[config.mk]
export PLATFORM = sky130hd
export DESIGN_NAME = ptri_edge
export DESIGN_NICKNAME = d
export VERILOG_FILES = /design/src/design/ptri_pkg.sv /design/src/design/ptri_edge.sv
export SDC_FILE = /design/constraint.sdc
export NUM_CORES = 1
export LEC_CHECK = 0
export CELL_PAD_IN_SITES_DETAIL_PLACEMENT = 0
export CELL_PAD_IN_SITES_GLOBAL_PLACEMENT = 1
export CORE_AREA = 2 2 443 445
export CTS_BUF_LIST = sky130_fd_sc_hd__clkbuf_8
export DETAILED_ROUTE_END_ITERATION = 8
export DIE_AREA = 0 0 445 447
export DONT_BUFFER_PORTS = 1
export PLACE_DENSITY_LB_ADDON = 0.1
export SLEW_MARGIN = 20
export SYNTH_ARGS = -nofsm -noshare
export SYNTH_HDL_FRONTEND = slang
export SYNTH_SLANG_ARGS = --single-unit
[constraint.sdc]
create_clock -name clk -period 1.7 [get_ports clk]
set_input_delay 0.34 -clock clk [delete_from_list [all_inputs] [get_ports clk]]
set_output_delay 0.34 -clock clk [all_outputs]
set_load 0.01 [all_outputs]
[src/design/ptri_pkg.sv]
// ----------------------------------------------------------------------------
// ptri_pkg
// Shared types and constants of the plane / triangle cut pipeline.
// ----------------------------------------------------------------------------
`default_nettype none

package ptri_pkg;

    localparam int COORD_W  = 32;          // Q16.16 coordinates and Q2.30 normal
    localparam int DIFF_W   = COORD_W + 1; // vertex minus origin
    localparam int TERM_W   = 62;          // one axis product divided by four
    localparam int DIST_W   = 64;          // signed distance, units of 2^-44
    localparam int MAG_W    = DIST_W - 1;  // magnitude of one distance
    localparam int QUO_W    = COORD_W + 1; // quotient bits of the crossing offset
    localparam int NUM_W    = 96;          // distance magnitude times edge span
    localparam int DIV_LAT  = QUO_W + 5;   // latency of one crossing lane
    localparam int DIST_LAT = 3;           // latency of the distance stages
    localparam int CFG_IDX_W = 3;
    localparam int COUNT_W  = 2;

    localparam logic [COUNT_W-1:0] COUNT_NONE = 2'd0;
    localparam logic [COUNT_W-1:0] COUNT_SEG  = 2'd2;

    localparam logic signed [COORD_W-1:0] NORMAL_Z_RESET = 32'sh4000_0000;

    typedef enum logic [CFG_IDX_W-1:0] {
        CFG_NORMAL_X = 3'd0,
        CFG_NORMAL_Y = 3'd1,
        CFG_NORMAL_Z = 3'd2,
        CFG_ORIGIN_X = 3'd3,
        CFG_ORIGIN_Y = 3'd4,
        CFG_ORIGIN_Z = 3'd5
    } cfg_idx_t;

    typedef struct packed {
        logic signed [COORD_W-1:0] x;
        logic signed [COORD_W-1:0] y;
        logic signed [COORD_W-1:0] z;
    } vec_t;

    typedef struct packed {
        vec_t normal;
        vec_t origin;
    } plane_t;

    typedef struct packed {
        logic signed [COORD_W-1:0] a_x;
        logic signed [COORD_W-1:0] a_y;
        logic signed [COORD_W-1:0] a_z;
        logic signed [COORD_W-1:0] b_x;
        logic signed [COORD_W-1:0] b_y;
        logic signed [COORD_W-1:0] b_z;
        logic signed [COORD_W-1:0] c_x;
        logic signed [COORD_W-1:0] c_y;
        logic signed [COORD_W-1:0] c_z;
    } tri_item_t;

    typedef struct packed {
        logic [COUNT_W-1:0]        point_count;
        logic signed [COORD_W-1:0] first_x;
        logic signed [COORD_W-1:0] first_y;
        logic signed [COORD_W-1:0] first_z;
        logic signed [COORD_W-1:0] second_x;
        logic signed [COORD_W-1:0] second_y;
        logic signed [COORD_W-1:0] second_z;
    } seg_item_t;

    typedef struct packed {
        vec_t                     a;
        vec_t                     b;
        vec_t                     c;
        logic signed [DIST_W-1:0] da;
        logic signed [DIST_W-1:0] db;
        logic signed [DIST_W-1:0] dc;
    } dist_t;

    typedef struct packed {
        logic [COUNT_W-1:0]       point_count;
        vec_t                     p0;
        vec_t                     r0;
        logic signed [DIST_W-1:0] dp0;
        logic signed [DIST_W-1:0] dr0;
        vec_t                     p1;
        vec_t                     r1;
        logic signed [DIST_W-1:0] dp1;
        logic signed [DIST_W-1:0] dr1;
    } edge_t;

endpackage

`default_nettype wire

[src/design/ptri_edge.sv]
// ----------------------------------------------------------------------------
// ptri_edge
// Classifies the vertices and picks the pair of edges that change side.
// ----------------------------------------------------------------------------
`default_nettype none

module ptri_edge (
    input  wire logic            clk,
    input  wire logic            rst_n,
    input  wire logic            en,
    input  wire logic            in_valid,
    input  wire ptri_pkg::dist_t vdist,
    output logic                 out_valid,
    output ptri_pkg::edge_t      cut
);

    ptri_pkg::edge_t cut_next;
    ptri_pkg::edge_t cut_reg;
    logic            vld_reg;
    logic            sa;
    logic            sb;
    logic            sc;

    always_comb
    begin
        sa = vdist.da[ptri_pkg::DIST_W-1];
        sb = vdist.db[ptri_pkg::DIST_W-1];
        sc = vdist.dc[ptri_pkg::DIST_W-1];
        cut_next             = '0;
        cut_next.point_count = ptri_pkg::COUNT_NONE;
        // First endpoint on AB when A and B differ, else on AC; the second
        // endpoint prefers AC after AB and otherwise takes BC.
        if (sa != sb)
        begin
            cut_next.point_count = ptri_pkg::COUNT_SEG;
            cut_next.p0  = vdist.a;  cut_next.r0  = vdist.b;
            cut_next.dp0 = vdist.da; cut_next.dr0 = vdist.db;
            if (sa != sc)
            begin
                cut_next.p1  = vdist.a;  cut_next.r1  = vdist.c;
                cut_next.dp1 = vdist.da; cut_next.dr1 = vdist.dc;
            end
            else
            begin
                cut_next.p1  = vdist.b;  cut_next.r1  = vdist.c;
                cut_next.dp1 = vdist.db; cut_next.dr1 = vdist.dc;
            end
        end
        else if (sa != sc)
        begin
            cut_next.point_count = ptri_pkg::COUNT_SEG;
            cut_next.p0  = vdist.a;  cut_next.r0  = vdist.c;
            cut_next.dp0 = vdist.da; cut_next.dr0 = vdist.dc;
            cut_next.p1  = vdist.b;  cut_next.r1  = vdist.c;
            cut_next.dp1 = vdist.db; cut_next.dr1 = vdist.dc;
        end
    end

    always_ff @(posedge clk or negedge rst_n)
    begin
        if (!rst_n)
        begin
            vld_reg <= 1'b0;
        end
        else if (en)
        begin
            vld_reg <= in_valid;
        end
    end

    always_ff @(posedge clk)
    begin
        if (en)
        begin
            cut_reg <= cut_next;
        end
    end

    assign out_valid = vld_reg;
    assign cut       = cut_reg;

endmodule

`default_nettype wire

==> results of run 1 <==
==> through the flow <==
step	setup TNS (ps)	hold WS (ps)	cells	utilization (%)	setup slack, ps
final	-4490	70.9	5413	22.2	-153
after global routing	-86570	-11.8	5404	22.2	-355
after CTS	-102210	-561	5381	22.0	-386
after detailed placement	-40930	44.5	4487	17.4	-413
after global placement	-47320	44.5	4487	17.4	-473
after floorplan	-19540	44.4	1930	-	-91.6
==> cells by family (layout without fill, tap and decap cells) <==
logic type	Yosys count	after routing	synth area share [%]
XOR/XNOR	1	1	0.0553
AO/OA/AOI/OAI	320	320	8.15
adder cells (fa/ha/maj)	3	3	0.119
buffers and inverters	162	1082	2.35
other	1	22	0.0127
multiplexers	479	479	17.0
AND/OR/NAND/NOR	322	322	6.83
flip-flops	642	642	65.5
==> where the power goes <==
group          switching, uW  internal [uW]
Combinational           3230           3580
Clock                   8000           8120
Sequential              2480          19700
Total                  13700          31400
==> area by class of cell <==
cell class | instances | area (um^2) | share of cell area (%)
clock buffers | 147 | 2020 | 4.70
multi-input cells | 1126 | 9480 | 22.0
diodes | 21 | 52.6 | 0.122
inverters | 2 | 7.51 | 0.0174
well taps | 2542 | 3180 | 7.39
clock inverters | 100 | 479 | 1.11
flip-flops and latches | 642 | 19300 | 44.8
repair buffers | 833 | 8550 | 19.9
==> how the worst max path moves through the flow <==
stage / cells past startpoint / endpoint / slack [ps]
global route: 0 / cut[40] / -360
CTS: 0 / cut[495] / -390
finish: 0 / cut[40] / -150
floorplan: 7 / cut[335] / -90
detailed placement: 7 / cut[141] / -410
global placement: 7 / cut[141] / -470
==> metal layers <==
metal / global-route usage, % / part of all wire, % / up-vias
li1: - / - / 8911
met1: 15.3 / 37 / 10300
met2: 25.2 / 52 / 834
met3: 5.02 / 7.4 / 270
met4: 5.24 / 3.5 / 30
met5: 0 / 0.12 / -
==> what timing repair did <==
item / 4_1_cts / 5_1_grt
endpoints found under the setup margin: 642 / 643
endpoints found under the hold margin: 1039 / 57
gates resized for setup: 0 / 1
cloned: 0 / 1
hold buffers: 647 / 6
==> cell usage in the layout, fill, tap and decap left out, types with 2 or more instances in the layout <==
cell type and count:
buf_16 5, clkbuf_8 147, a21boi_0 318, edfxtp_1 641, clkinv_1 35, inv_1 47
diode_2 21, clkinv_2 10, dlygate4sd3_1 650, nand2_1 2, nand2b_1 159, nor2b_1 159
clkinv_8 3, mux2_1 152, clkinvlp_4 4, o21ai_0 2, buf_12 44, mux2_2 9
mux2i_1 318, buf_4 133
==> metrics.md, run 1 <==
| Metric | Value |
|---|---|
| Most used DFF post-synth | `edfxtp_1` |
| Die area | `199000 um^2` |
| Power density over cell area | `1050 nW/um^2` |
| Die width | `445 um` |
| Setup Crit Path Kind | `reg -> out` |
| Leak | `~0.016 uW` |
| Global route overflow | `0` |
| CP Launch Type | `flip-flop` |
| Mapped Cells | `between 1500 and 2000` |
| Peak Freq | `around 0.54 GHz` |
| Initial antenna violation count | `55` |
| HP Class | `in -> reg` |
| Final number of hold-violating endpoints | `0` |
| Synth top area share | `around two thirds` |
| CP arrival | `roughly 1500 ps` |
| CTS sink count | `642` |
| Slew Limit Fails | `0` |
| Port Buffer Count | `0` |
| Seq cells post-synth | `642` |
| Crit-path max FO | `1` |
| Initial Util | `15.2%` |
| R2R cell count | `2` |
| Most frequent cell after synthesis | `edfxtp_1` |
| Final worst setup slack | `-153 ps` |
| 1st-iter DRT viols | `1124` |
| Syn avg cell area | `15.2 um^2` |
| EDFF count, synth | `641` |
| Clock slew at reported path FFs | `approximately 60 ps` |
| Clock Skew | `0 ps` |
| Synth Cell Area | `29400 um^2` |
| Final min period | `approximately 1900 ps` |
| Max reg flops | `641` |
| CP startpoint | `cut[40]` |
| Largest net degree at the start of global routing | `roughly 640` |
| Placement Cell Area | `33800 um^2` |
| Worst-Skew Late Latency | `890 ps` |
| Seq/Total Area, Yosys | `65.5%` |
| Post-route cell area | `43000 um^2` |
| Gpl congestion | `0.832` |
| DR pass1 iterations | `5` |
| RR Startpoint | `out_valid` |
| Layout fillers | `20700` |
| Vias/cell | `3.76` |
| Setup bufs post-CTS | `0` |
| HP Start | `en` |
| Avg WL per Cell | `27.3 um` |
| Total track usage | `14.1%` |
| Core ar. | `194000 um^2` |
| Root Buffer | `clkbuf_8` |
| Final period utilization | `109%` |
| Worst Path Required | `1360 ps` |
| HPWL Detailed | `110000 um` |
| Worst Hold Depth | `2` |
| DR vias | `20300` |
| R2R Path End | `out_valid` |
| Share of cells above drive strength 1 | `12.7%` |
| H-tree lvl count | `4` |
| Routed Antenna Nets | `0` |
| Worst-margin pin slew | `1100 ps` |
| # IOs | `about 1100` |
| Top cells by count, synth | `641 x edfxtp_1, 318 x a21boi_0, 318 x mux2i_1` |
| Clock Tree Buf Depth | `3` |
| RSZ-0062 raised after global routing | `true` |
| Hold endpoint | `cut[247]` |
| Maxcap violations | `0` |
| Max VDD drop | `0.664 mV` |
| Synth Warn # | `0` |
| Asr flop ratio synth | `less than 1%` |
| Yosys top cell by area | `edfxtp_1` |
| CTS tree | `yes` |
| DRT Wirelength | `148000 um` |
| Row count | `162` |
| Slew HR | `26.5%` |
| Outcome | `finished with violations` |
| P&R area growth vs syn | `46.3%` |
| Synth top area cells | `edfxtp_1 65%, mux2i_1 11%, a21boi_0 8.1%, mux2_1 5.8%, nand2b_1 3.4%` |
| Final setup fails | `144` |
| Number of global-route vias before repair | `21300` |
| Failing checks | `negative setup slack` |
| Die Height | `447 um` |
| Syn_nets | `2416` |
| Tot Pwr | `45200 uW` |
| Remaining DRCs | `0` |
| TritonCTS Buffers | `143` |
| Final #Nets | `3234` |
| Kind of end point of the critical path | `primary output` |
| Yosys cell types | `20` |
| Reg2reg setup slack | `~330 ps` |
| First-pass GRT wire length | `193000 um` |
No activity file was read; power rests on OpenSTA's default activity.
==> inputs of run 2 (changes only) <==
- ABC_AREA: not set -> 1
- CORE_AREA: 2 2 443 445 -> 2 2 441 443
- DIE_AREA: 0 0 445 447 -> 0 0 443 445
- RECOVER_POWER: not set -> 25
==> metrics.md, run 2 <==
| Metric | Value |
|---|---|
| Most used DFF post-synth | `edfxtp_1` |
| Total track usage | `16.6%` |
| Non-Filler Instances | `7178` |
| Avg WL per Cell | `23.6 um` |
| Most common cell after layout, fill and taps aside | `nand2_1` |
| Final #Nets | `~5000` |
| Clock slew at reported path FFs | `60 ps` |
| Final period utilization | `118%` |
| Seq cells post-synth | `642` |
| Power density over cell area | `1010 nW/um^2` |
| Share of cells above drive strength 1 | `7.51%` |
| Final worst setup slack | `-306 ps` |
| Root Buffer | `clkbuf_8` |
| HP Start | `en` |
| Setup TNS | `-8100 ps` |
| Remaining DRCs | `0` |
| Clock Tree Buf Depth | `3` |
| 1st-iter DRT viols | `1735` |
| Synth Warn # | `0` |
| CP Launch Type | `input port` |
| Reg2reg setup slack | `450 ps` |
| Yosys top cell by area | `edfxtp_1` |
| Row count | `161` |
| TritonCTS Buffers | `roughly 140` |
| Maxcap violations | `0` |
| Dpl cells | `6369` |
| Yosys cell types | `17` |
| Final number of hold-violating endpoints | `1` |
| Worst-margin pin slew | `967 ps` |
| Most frequent cell after synthesis | `nand2_1` |
| Worst-Skew Late Latency | `880 ps` |
| CTS sink count | `642` |
| Slew HR | `35.5%` |
| CP arrival | `2640 ps` |
| Vias/cell | `3.93` |
| P&R area growth vs syn | `36.8%` |
| Syn_nets | `~4400` |
| Core ar. | `192000 um^2` |
| Area taken by multi-input logic gates | `10500 um^2` |
| Largest net degree at the start of global routing | `644` |
| CTS tree | `yes` |
| Worst Hold Depth | `1` |
| Leak | `0.0214 uW` |
| Asr flop ratio synth | `0.156%` |
| Die width | `around 440 um` |
| Die area | `197000 um^2` |
| Failing checks | `negative hold slack, negative setup slack` |
| Peak Freq | `approximately 0.50 GHz` |
| Die Height | `between 400 and 500 um` |
| RR Startpoint | `out_valid` |
| DR pass1 iterations | `5` |
| Top cells by count, synth | `1602 x nand2_1, 641 x edfxtp_1, 637 x nand3_1` |
| Number of global-route vias before repair | `around 28000` |
| Dpl ws | `-153 ps` |
| Initial Util | `between 10% and 20%` |
| Register area | `19300 um^2` |
| RSZ-0062 raised after global routing | `true` |
| Worst Path Required | `between 2000 and 2500 ps` |
| Crit-path max FO | `24` |
| EDFF count, synth | `641` |
| DRT Wirelength | `169000 um` |
| Final setup fails | `230` |
| First-pass GRT wire length | `234000 um` |
| Port Buffer Count | `0` |
| Commonest cells after routing, fill and taps aside | `1597 x nand2_1, 641 x edfxtp_1, 637 x nand3_1, 529 x dlygate4sd3_1, 528 x inv_1` |
| Kind of end point of the critical path | `flip-flop` |
| H-tree lvl count | `4` |
| Final min period | `2010 ps` |
| HP Class | `in -> reg` |
| Synth top area share | `between 50 and 60%` |
| Initial antenna violation count | `23` |
| Setup Crit Path Kind | `in -> reg` |
| Final core utilization | `23.4%` |
| # IOs | `1127` |
| DR vias | `28200` |
| R2R Path End | `out_valid` |
| Routed Antenna Nets | `0` |
| Mapped Cells | `3952` |
| Slew Limit Fails | `0` |
| R2R cell count | `3` |
| Hold slack | `-3.80 ps` |
| Synth Cell Area | `32800 um^2` |
| Hold endpoint | `cut[523]` |
| Synth top area cells | `edfxtp_1 59%, nand2_1 18%, nand3_1 9.7%, inv_1 5.5%, nor2_1 3.7%` |
| Max reg flops | `641` |
| Syn avg cell area | `8.30 um^2` |
| Outcome | `finished with violations` |
| Layout fillers | `21000` |
| Gpl congestion | `0.820` |
| Clock Skew | `0 ps` |
| Global route overflow | `0` |
| Max VDD drop | `0.668 mV` |
| HPWL Detailed | `121000 um` |
| Seq/Total Area, Yosys | `approximately 59%` |
[run 2: layer usage]
layer  vias to the layer above  track usage, %  routed length, um
met1                     13300            18.7              65900
met5                         -               0                 55
met2                       932            29.2              86000
li1                      13700               -                  -
met3                       243            5.62              11900
met4                         8            5.53               5330
[run 2: timing repair]
item	CTS	global route
buffers inserted	0	4
endpoints found under the setup margin	642	923
resized for setup	0	8
gates cloned	0	3
hold buffers	531	1
hold endpoints to repair	1262	30
[run 2: cells by family (layout without fill, tap and decap cells)]
group | after synthesis | in the layout | synth area share (%)
simple gates | 2559 | 2559 | 31.7
other cells | 1 | 17 | 0.0114
compound gates | 2 | 2 | 0.0305
buf+inv | 746 | 1430 | 9.37
flops | 642 | 642 | 58.8
fa+ha+maj | 2 | 2 | 0.0763
[run 2: power breakdown]
part           internal [uW]  switching, uW
Sequential             19700           2340
Clock                   8190           8160
Combinational           2780           4360
[run 2: worst max-delay path by stage]
stage | startpoint | endpoint | slack, ps | depth (start not counted)
6_report | vdist[63] | cut[382] | -310 | 9
5_1_grt | cut[2] | cut[2] | -340 | 0
4_1_cts | cut[2] | cut[2] | -430 | 0
3_5_place_dp | vdist[63] | cut[240] | -150 | 8
3_3_place_gp | vdist[191] | cut[461] | -150 | 7
2_1_floorplan | vdist[63] | cut[186] | 10 | 9
[run 2: final cells by class]
type,count,area share (%)
timing repair buffer,699,16.8
tap,2526,7.05
multi-input combinational,2564,23.4
clock inverter,101,1.07
antenna,16,0.0893
sequential,642,43.0
inverter,482,4.04
clock buffer,148,4.54
[run 2: worst max-delay path, cell delays in order]
cell and delay, ps:
clkdlybuf4s25_1 330, inv_1 100, ha_4 310, buf_4 160
clkbuf_2 530, nor2_1 100, nand2_1 120, nand2_1 60
dlygate4sd3_1 550
[run 2: stage by stage]
| step | power (uW) | instance area, um^2 |
|---|---|---|
| global route | 48100 | 44800 |
| CTS | 46400 | 44600 |
| floorplan | 24600 | 32800 |
| finish | 45500 | 44900 |
| detailed placement | 27800 | 36700 |
| global placement | 27900 | 36700 |
==> inputs of run 3 (changes only) <==
- clock period: 1.7 -> 2.2 ns (I/O delays scaled with it)
==> metrics.md, run 3 (synthesis gave the netlist of run 2 again) <==
| Metric | Value |
|---|---|
| Combinational share of power | `15.2%` |
| CP bufs+invs | `6` |
| Clock power share | `36.4%` |
| Avg WL per Cell | `23.8 um` |
| Commonest cells after routing, fill and taps aside | `1597 x nand2_1, 641 x edfxtp_1, 637 x nand3_1, 552 x dlygate4sd3_1, 536 x inv_1` |
| Max VDD drop | `about 0.52 mV` |
| Power density over cell area | `~800 nW/um^2` |
| Share of cells above drive strength 1 | `6.19%` |
| Global route overflow | `0` |
| HP Start | `en` |
| Die Height | `445 um` |
| CP arrival | `2850 ps` |
| CP delay by family, top | `buffers and inverters` |
| Row count | `roughly 160` |
| P&R area growth vs syn | `35.6%` |
| Final #Nets | `4981` |
| Kind of end point of the critical path | `flip-flop` |
| Setup Crit Path Kind | `in -> reg` |
| Initial Util | `between 10% and 20%` |
| Max reg flops | `641` |
| Cell Chain, Critical Path | `dlygate4sd3_1 > inv_1 > ha_4 > buf_12 > buf_16 > buf_4 > nor2_1 > nand2_1 > nand2_1 > dlygate4sd3_1` |
| Clock Skew | `0 ps` |
| Hold slack | `-340 ps` |
| Final min period | `2210 ps` |
| Sequential group share of total power | `48.4%` |
| Initial antenna violation count | `35` |
| CP Launch Type | `input port` |
| Peak Freq | `0.453 GHz` |
| Hold_buf cts | `553` |
| Maxcap violations | `1` |
| Die width | `443 um` |
| Switching Fraction | `32.4%` |
| Number of global-route vias before repair | `between 20000 and 30000` |
| Core ar. | `192000 um^2` |
| Worst Hold Depth | `0` |
| Final period utilization | `100%` |
| Outcome | `finished with violations` |
| Routed Antenna Nets | `0` |
| Slowest CP cell | `dlygate4sd3_1` |
| Leak | `0.0211 uW` |
| RR Startpoint | `out_valid` |
| Worst Path Required | `between 2000 and 3000 ps` |
| TritonCTS Buffers | `141` |
| DR pass1 iterations | `6` |
| Clock Tree Buf Depth | `3` |
| Slew HR | `-18.4%` |
| CTS sink count | `642` |
| Hold endpoint | `cut[288]` |
| Int Pwr | `23800 uW` |
| Port Buffer Count | `0` |
| Root Buffer | `clkbuf_8` |
| DR vias | `about 28000` |
| Final worst setup slack | `-5.09 ps` |
| HPWL Detailed | `119000 um` |
| H-tree lvl count | `4` |
| Remaining DRCs | `0` |
| Crit-path max FO | `15` |
| Dpl ws | `207 ps` |
| DRT Wirelength | `170000 um` |
| Worst-Skew Late Latency | `890 ps` |
| Final setup fails | `1` |
| First-pass GRT wire length | `234000 um` |
| Most common cell after layout, fill and taps aside | `nand2_1` |
| # IOs | `1127` |
| Setup TNS | `-5.09 ps` |
| Slowest stage delay, CP | `630 ps` |
| RSZ-0062 raised after global routing | `false` |
| Gpl congestion | `between 0.8 and 0.9` |
| Vias/cell | `around 4` |
| Clock slew at reported path FFs | `approximately 60 ps` |
| Worst-margin pin slew | `around 1800 ps` |
| Total track usage | `16.7%` |
| Final core utilization | `23.2%` |
| Largest net degree at the start of global routing | `644` |
| Reg2reg setup slack | `approximately 990 ps` |
| HP Class | `in -> reg` |
| CTS tree | `yes` |
| R2R cell count | `3` |
| Failing checks | `negative hold slack, max-capacitance violations, max-slew violations, negative setup slack` |
| R2R Path End | `out_valid` |
| Net switching power | `11400 uW` |
| Slew Limit Fails | `121` |
| Final number of hold-violating endpoints | `109` |
| Die area | `197000 um^2` |
| 1st-iter DRT viols | `1565` |
## run 3: power by group through the flow
stage	logic, uW	clock network, uW	registers [uW]
2_1_floorplan	2600	0	16400
3_3_place_gp	3970	0	17400
3_5_place_dp	3980	0	17300
4_1_cts	5240	13500	17100
5_1_grt	6070	14000	17100
6_report	5360	12800	17000
## run 3: metrics by stage
| stage | instances | total power [uW] | cell area, um^2 |
|---|---|---|---|
| floorplan | 3952 | 19000 | 32800 |
| global placement | 6315 | 21400 | 36200 |
| detailed placement | 6315 | 21300 | 36200 |
| CTS | 7105 | 35900 | 44200 |
| global route | 7134 | 37200 | 44500 |
| finish | 7137 | 35200 | 44500 |
## run 3: cell type report
class | count | area [um^2]
Clock buffer | 152 | 2090
Antenna cell | 22 | 55.1
Multi-Input combinational cell | 2564 | 10500
Clock inverter | 85 | 435
Tap cell | 2526 | 3160
Fill cell | 21100 | 148000
Inverter | 482 | 1810
Timing Repair Buffer | 664 | 7130
Sequential cell | 642 | 19300
## run 3: how the worst max path moves through the flow
stage                     from  endpoint  slack, ps  depth (start not counted)
floorplan            vdist[63]  cut[186]        410                          9
global placement    vdist[191]  cut[461]        210                          5
detailed placement   vdist[63]  cut[260]        210                          8
CTS                   cut[461]  cut[461]        -50                          0
global route         vdist[63]  cut[516]         10                         10
finish               vdist[63]  cut[516]         -5                         10
## run 3: timing repair
item,CTS,global route
gates resized for setup,0,9
buffers inserted,0,5
cloned,0,1
pin swaps,0,1
setup endpoints to repair,3,52
hold endpoints to repair,1112,109
## run 3: metal layers
metal	vias up	GRT usage [%]	routed length (um)
met5	-	0	71
met4	12	7.78	7650
met3	281	5.81	12800
met2	997	28.5	83800
met1	13200	18.5	65300
li1	13700	-	-
## run 3: worst register-to-register path: stages (launching register included)
cell	delay, ps
dfrtp_1	410
inv_1	60
o21ai_0	70
dlygate4sd3_1	560
